==> config.mk <==
export PLATFORM = sky130hd
export DESIGN_NAME = fdv_deriv
export DESIGN_NICKNAME = d
export VERILOG_FILES = /design/src/fdv_pkg.sv /design/src/fdv_deriv.sv
export SDC_FILE = /design/constraint.sdc
export NUM_CORES = 2
export LEC_CHECK = 0
export ABC_AREA = 1
export BUFFER_PORTS_ARGS = -buffer_cell sky130_fd_sc_hd__buf_2
export CORE_AREA = 10 10 371 373
export CTS_CLUSTER_SIZE = 14
export DETAILED_ROUTE_END_ITERATION = 6
export DIE_AREA = 0 0 381 383
export PLACE_DENSITY = 0.8
export SLEW_MARGIN = 40
export SYNTH_ARGS = -nofsm -noshare
export SYNTH_HDL_FRONTEND = slang
export SYNTH_SLANG_ARGS = --single-unit
export TNS_END_PERCENT = 20
==> constraint.sdc <==
create_clock -name clock -period 9.8 [get_ports clock]
set_input_delay 1.96 -clock clock [delete_from_list [all_inputs] [get_ports clock]]
set_output_delay 1.96 -clock clock [all_outputs]
set_load 0.01 [all_outputs]
==> src/fdv_pkg.sv <==
`default_nettype none

package fdv_pkg;

   localparam int MAX_SAMPLES  = 65536;
   localparam int SAMPLE_LIMIT = (MAX_SAMPLES < 65536) ? MAX_SAMPLES : 65536;
   localparam int IDX_W        = 16;
   localparam logic [IDX_W-1:0] LAST_INDEX = IDX_W'(SAMPLE_LIMIT - 1);

   localparam int POS_W      = 32;
   localparam int WIN_DEPTH  = 4;
   localparam int AXES       = 3;

   // result queue; pipeline plus queue never hold more than FIFO_DEPTH results
   localparam int FIFO_DEPTH = 8;
   localparam int FIFO_PTR_W = $clog2(FIFO_DEPTH);
   localparam int FIFO_CNT_W = $clog2(FIFO_DEPTH + 1);

   localparam int DERIV_STAGES = 5;

   // derivative datapath widths
   localparam int NUM_W      = 37;
   localparam int INV_HALF_W = 16;
   localparam int PP_W       = NUM_W + INV_HALF_W + 1;
   localparam int FULL_W     = PP_W + INV_HALF_W;
   localparam int Q_W        = 36;
   localparam int U_W        = Q_W + 1;
   localparam int DIFF_W     = Q_W + 2;
   localparam int SHIFT_D2   = INV_HALF_W + 1;
   localparam int SHIFT_D12  = INV_HALF_W + 2;
   localparam int RND_D2     = 1 << INV_HALF_W;
   localparam int RND_D12    = 3 << (INV_HALF_W + 1);

   // floor(u / 3) = (u * DIV3_MUL) >> DIV3_SHIFT for u < 2**37
   localparam int DIV3_SHIFT = 38;
   localparam int DIV3_SPLIT = 18;
   localparam logic [U_W-1:0] DIV3_MUL = 37'h15_5555_5556;
   localparam int PH_W       = U_W + (U_W - DIV3_SPLIT);
   localparam int PL_W       = U_W + DIV3_SPLIT;
   localparam int DPROD_W    = PH_W + DIV3_SPLIT;
   localparam logic signed [U_W-1:0] DIV3_OFFSET = U_W'(3) << (Q_W - 2);
   localparam logic signed [Q_W-1:0] DIV3_BIAS   = Q_W'(1) << (Q_W - 2);

   localparam logic signed [Q_W-1:0] Q_MAX = {1'b0, {(Q_W-1){1'b1}}};
   localparam logic signed [Q_W-1:0] Q_MIN = {1'b1, {(Q_W-1){1'b0}}};

   localparam int CSR_IDX_W = 1;
   localparam logic [CSR_IDX_W-1:0] REG_INV_TIME_STEP = 1'd0;
   localparam logic [CSR_IDX_W-1:0] REG_WIND_SPEED    = 1'd1;
   localparam logic [31:0] INV_TIME_STEP_RESET = 32'h0001_0000;

   typedef enum logic [1:0] {
      KIND_FORWARD,
      KIND_CENTRAL,
      KIND_FIVE_POINT,
      KIND_BACKWARD
   } kind_type;

   typedef enum logic [1:0] {
      ST_IDLE,
      ST_FLUSH_CENTRAL,
      ST_FLUSH_BACKWARD
   } state_type;

   typedef struct packed {
      logic             valid;
      logic [IDX_W-1:0] idx;
      logic             fin;
   } meta_type;

   typedef struct packed {
      logic signed [POS_W-1:0] vel_x;
      logic signed [POS_W-1:0] vel_y;
      logic signed [POS_W-1:0] vel_z;
      logic [IDX_W-1:0]        idx;
      logic                    fin;
   } result_type;

   // stencil numerator; w0 is the newest sample held in the window
   function automatic logic signed [NUM_W-1:0] stencil_num(
      input kind_type                kind,
      input logic signed [POS_W-1:0] p_new,
      input logic signed [POS_W-1:0] w0,
      input logic signed [POS_W-1:0] w1,
      input logic signed [POS_W-1:0] w2,
      input logic signed [POS_W-1:0] w3
   );
      logic signed [NUM_W-1:0] en, e0, e1, e2, e3, res;
      en = NUM_W'(p_new);
      e0 = NUM_W'(w0);
      e1 = NUM_W'(w1);
      e2 = NUM_W'(w2);
      e3 = NUM_W'(w3);
      case (kind)
         KIND_FORWARD:    res = (e0 <<< 2) - (e1 <<< 1) - e1 - en;
         KIND_CENTRAL:    res = e0 - e2;
         KIND_FIVE_POINT: res = (e0 <<< 3) - (e2 <<< 3) + e3 - en;
         KIND_BACKWARD:   res = (e0 <<< 1) + e0 - (e1 <<< 2) + e2;
         default:         res = '0;
      endcase
      return res;
   endfunction

endpackage

`default_nettype wire

==> src/fdv_deriv.sv <==
`default_nettype none

module fdv_deriv (
   input  wire logic                                clock,
   input  wire logic signed [fdv_pkg::NUM_W-1:0]    num,
   input  wire logic                                d12,
   input  wire logic signed [fdv_pkg::POS_W-1:0]    bias,
   input  wire logic [31:0]                         inv_step,
   output logic signed [fdv_pkg::POS_W-1:0]         vel
);

   logic signed [fdv_pkg::INV_HALF_W:0] inv_hi_s, inv_lo_s;

   logic signed [fdv_pkg::PP_W-1:0]   hi_ff, hi_in, lo_ff, lo_in;
   logic                              d12_1_ff, d12_2_ff, d12_3_ff;
   logic signed [fdv_pkg::FULL_W-1:0] sum_c, qw_c;
   logic [fdv_pkg::FULL_W-fdv_pkg::Q_W:0] qw_top;
   logic signed [fdv_pkg::Q_W-1:0]    q2_ff, q2_in, q3_ff;
   logic signed [fdv_pkg::U_W-1:0]    u_s;
   logic [fdv_pkg::U_W-1:0]           u_c;
   logic [fdv_pkg::PH_W-1:0]          ph_ff, ph_in;
   logic [fdv_pkg::PL_W-1:0]          pl_ff, pl_in;
   logic [fdv_pkg::DPROD_W-1:0]       dprod_c;
   logic signed [fdv_pkg::Q_W-1:0]    dv_ff, dv_in;
   logic signed [fdv_pkg::DIFF_W-1:0] diff_c;
   logic [fdv_pkg::DIFF_W-fdv_pkg::POS_W:0] diff_top;
   logic signed [fdv_pkg::POS_W-1:0]  vel_ff, vel_in;

   // stage 1: N * inv_step as two half products
   assign inv_hi_s = {1'b0, inv_step[31:16]};
   assign inv_lo_s = {1'b0, inv_step[15:0]};
   assign hi_in    = num * inv_hi_s;
   assign lo_in    = num * inv_lo_s;

   // stage 2: full product, rounding, scale by 1/(2*65536) or 1/(4*65536), clamp
   always_comb begin
      sum_c = (fdv_pkg::FULL_W'(hi_ff) <<< fdv_pkg::INV_HALF_W) + fdv_pkg::FULL_W'(lo_ff)
            + (d12_1_ff ? fdv_pkg::FULL_W'(fdv_pkg::RND_D12)
                        : fdv_pkg::FULL_W'(fdv_pkg::RND_D2));
      qw_c  = d12_1_ff ? (sum_c >>> fdv_pkg::SHIFT_D12) : (sum_c >>> fdv_pkg::SHIFT_D2);
      qw_top = qw_c[fdv_pkg::FULL_W-1:fdv_pkg::Q_W-1];
      if ((&qw_top) || !(|qw_top)) begin
         q2_in = qw_c[fdv_pkg::Q_W-1:0];
      end else if (qw_c[fdv_pkg::FULL_W-1]) begin
         q2_in = fdv_pkg::Q_MIN;
      end else begin
         q2_in = fdv_pkg::Q_MAX;
      end
   end

   // stage 3: offset to non-negative, reciprocal multiply for /3
   assign u_s   = {q2_ff[fdv_pkg::Q_W-1], q2_ff} + fdv_pkg::DIV3_OFFSET;
   assign u_c   = u_s;
   assign ph_in = u_c * fdv_pkg::DIV3_MUL[fdv_pkg::U_W-1:fdv_pkg::DIV3_SPLIT];
   assign pl_in = u_c * fdv_pkg::DIV3_MUL[fdv_pkg::DIV3_SPLIT-1:0];

   // stage 4: derivative
   assign dprod_c = {ph_ff, {fdv_pkg::DIV3_SPLIT{1'b0}}} + fdv_pkg::DPROD_W'(pl_ff);
   assign dv_in   = d12_3_ff
                  ? ($signed(dprod_c[fdv_pkg::DIV3_SHIFT +: fdv_pkg::Q_W]) - fdv_pkg::DIV3_BIAS)
                  : q3_ff;

   // stage 5: velocity with saturation
   always_comb begin
      diff_c   = fdv_pkg::DIFF_W'(bias) - fdv_pkg::DIFF_W'(dv_ff);
      diff_top = diff_c[fdv_pkg::DIFF_W-1:fdv_pkg::POS_W-1];
      if ((&diff_top) || !(|diff_top)) begin
         vel_in = diff_c[fdv_pkg::POS_W-1:0];
      end else if (diff_c[fdv_pkg::DIFF_W-1]) begin
         vel_in = {1'b1, {(fdv_pkg::POS_W-1){1'b0}}};
      end else begin
         vel_in = {1'b0, {(fdv_pkg::POS_W-1){1'b1}}};
      end
   end

   always_ff @(posedge clock) begin
      hi_ff    <= hi_in;
      lo_ff    <= lo_in;
      d12_1_ff <= d12;
      q2_ff    <= q2_in;
      d12_2_ff <= d12_1_ff;
      ph_ff    <= ph_in;
      pl_ff    <= pl_in;
      q3_ff    <= q2_ff;
      d12_3_ff <= d12_2_ff;
      dv_ff    <= dv_in;
      vel_ff   <= vel_in;
   end

   assign vel = vel_ff;

endmodule

`default_nettype wire

==> out/qor.csv <==
metric;value;unit
drtPass1Iterations;7;
hp-start;d12_2_ff;
hold_path_class;reg2reg;
critical_path.endpoint_type;register;
area_growth;4.82;%
design.core.area;130000;sq um
die-area;146000;sq um
ys_warn_count;0;
yosys_register_bits;325;
ctsHoldBuffers;0;
cts-buffers-inserted;40;
cp_data_required_time;10290;ps
cts_tree;done;
synth.distinct_cells;60;
finalHoldViolations;0;
violations;DRC;
period_share;83.3;%
clock-sinks;325;
tightest_slew;921;ps
first_iter_violations;5228;
slew_headroom;38.5;%
die_y;383;microns
cts_max_level;2;
hpwlAfterDp;199;mm
slew_viol_final;0;
status;complete, but fails checks;
startpoint_type;input pin;
setup_viol;0;
avgSynthCellArea;7.67;sq um
gr-total-overflow;0;
vias;64500;
seq_area_frac_synth;8.38;%
wl;233;mm
clockBufferDepth;3;
drc;18;
syn_inst;10100;
antenna_found_initial;18;
grt_pass1_wl;372;mm
syn_area;77600;sq um
maxCapViolations;0;
cts_root_buffer;clkbuf_16;
rsz0062_at_grt;no;
path_class;in2reg;
synth_nets;12400;
grt_pass1_vias;69300;
setup_tns;0;ps
synth_ff_type;dfxtp_1;
insertion_delay;610;ps
rrSetupSlack;3080;ps
postSynth.asyncResetShare;0;%
ios;135;
vias_per_cell;5.44;
track_usage;32.2;%
fin_nets;12400;
crit_fanout;24;
period_needed;8170;ps
port_buffers;134;
max_freq;122;MHz
drtAntennaViolNets;0;
grt_max_degree;38;
row_count;133;
fp.dieW;381;microns
drive_above_1_share;3.99;%
r2r_start;q2_ff[12];
wire_per_inst;19.6;microns
cts_resized;0;
initial_core_util;59.5;%
startpoint;inv_step[11];
skew;14.8;ps
gp_congestion;1.01;
num-fill-cells;11500;
synth-edff-count;0;
clk_pin_slew;70;ps
cts_setup_buffers;0;
cp.arrival;8650;ps
[per-stage QoR]
stage	util [%]	hold WS (ps)	instances	setup slack [ps]	instance area, sq um
after floorplan	-	310	10100	2320	77600
after global placement	61.1	314	11800	1280	79700
after detailed placement	61.1	318	11800	1260	79700
after CTS	62.3	333	11900	1900	81200
after global routing	62.3	334	11900	1560	81300
final	62.4	332	11900	1630	81300
[worst paths after layout]
kind                to  cells past startpoint
min           d12_3_ff                      0
max reg2reg  ph_ff[42]                     20
min reg2reg   d12_3_ff                      0
max          lo_ff[45]                     21
[synth_stat cells, drive strengths merged, types with 108 or more instances]
cell | number | share of area, %
nor2 | 462 | 2.3
inv | 2976 | 14
xnor2 | 108 | 1.2
o21ai | 242 | 1.6
ha | 719 | 12
nand2 | 2398 | 12
a21oi | 412 | 2.7
nand3 | 178 | 1.2
xor2 | 159 | 1.8
dfxtp | 325 | 8.4
clkbuf | 190 | 0.92
fa | 1477 | 38
[final cells by class]
class | count | area [sq um] | area share, %
multi-input combinational | 6545 | 58800 | 72.3
clock buffer | 46 | 1060 | 1.31
inverter | 2976 | 11200 | 13.7
sequential | 325 | 6510 | 8.00
timing repair buffer | 192 | 1190 | 1.47
antenna | 5 | 12.5 | 0.0154
tap | 1755 | 2200 | 2.70
clock inverter | 27 | 414 | 0.509
[registers in the layout, summed over array words and instances (netlist names), 32 cells and up]
| name | flops |
|---|---|
| ph_ff | 56 |
| pl_ff | 36 |
| q3_ff | 34 |
| vel | 32 |
| dv_ff | 36 |
| q2_ff | 36 |
| lo_ff | 38 |
| hi_ff | 54 |
[cells in the final DEF, fill, tap and decap left out, drive strengths merged, types with 12 or more instances in the layout]
cell type / synthesis / routed
inv: 2976 / 2982
nand2: 2398 / 2398
fa: 1477 / 1477
ha: 719 / 719
nor2: 462 / 462
a21oi: 412 / 412
dfxtp: 325 / 325
o21ai: 242 / 242
buf: 82 / 192
nand3: 178 / 178
xor2: 159 / 159
xnor2: 108 / 108
a31oi: 88 / 88
nor3: 55 / 55
clkbuf: 190 / 46
o21a: 34 / 34
nand4: 34 / 34
a21o: 26 / 26
nor4: 23 / 23
o21bai: 20 / 20
a21boi: 17 / 17
mux2i: 13 / 13
clkinv: 0 / 13
and3: 12 / 12
[logic make-up after synthesis]
group / synth area share (%)
AND/OR/NAND/NOR: 16.5
adder cells (fa/ha/maj): 49.7
flip-flops: 8.38
multiplexers: 0.168
XOR/XNOR: 3.02
buffers and inverters: 15.9
AO/OA/AOI/OAI: 6.39
[per-layer routing]
| metal | global-route usage (%) | wire, microns | up-vias |
|---|---|---|---|
| li1 | - | - | 29400 |
| met1 | 39.8 | 89600 | 31400 |
| met2 | 54.0 | 109000 | 2956 |
| met3 | 5.56 | 19500 | 772 |
| met4 | 16.7 | 14500 | 8 |
| met5 | 0 | 45 | - |
[worst max-delay path, cell delays in order]
cell and delay [ps]:
buf_2 590, buf_4 350, nand2_1 120, fa_1 570, inv_1 50, fa_1 570
fa_1 450, fa_1 500, fa_1 500, inv_1 50, fa_1 470, inv_1 40
ha_1 340, a21oi_1 170, inv_1 70, a31oi_1 420, o21ai_0 200, a31oi_1 260
nand3_1 420, a21oi_1 300, xnor2_1 230
Power is left out: the tool's default activity adds up to more than one toggle a clock period on the data nets, which glitch-free logic cannot reach.
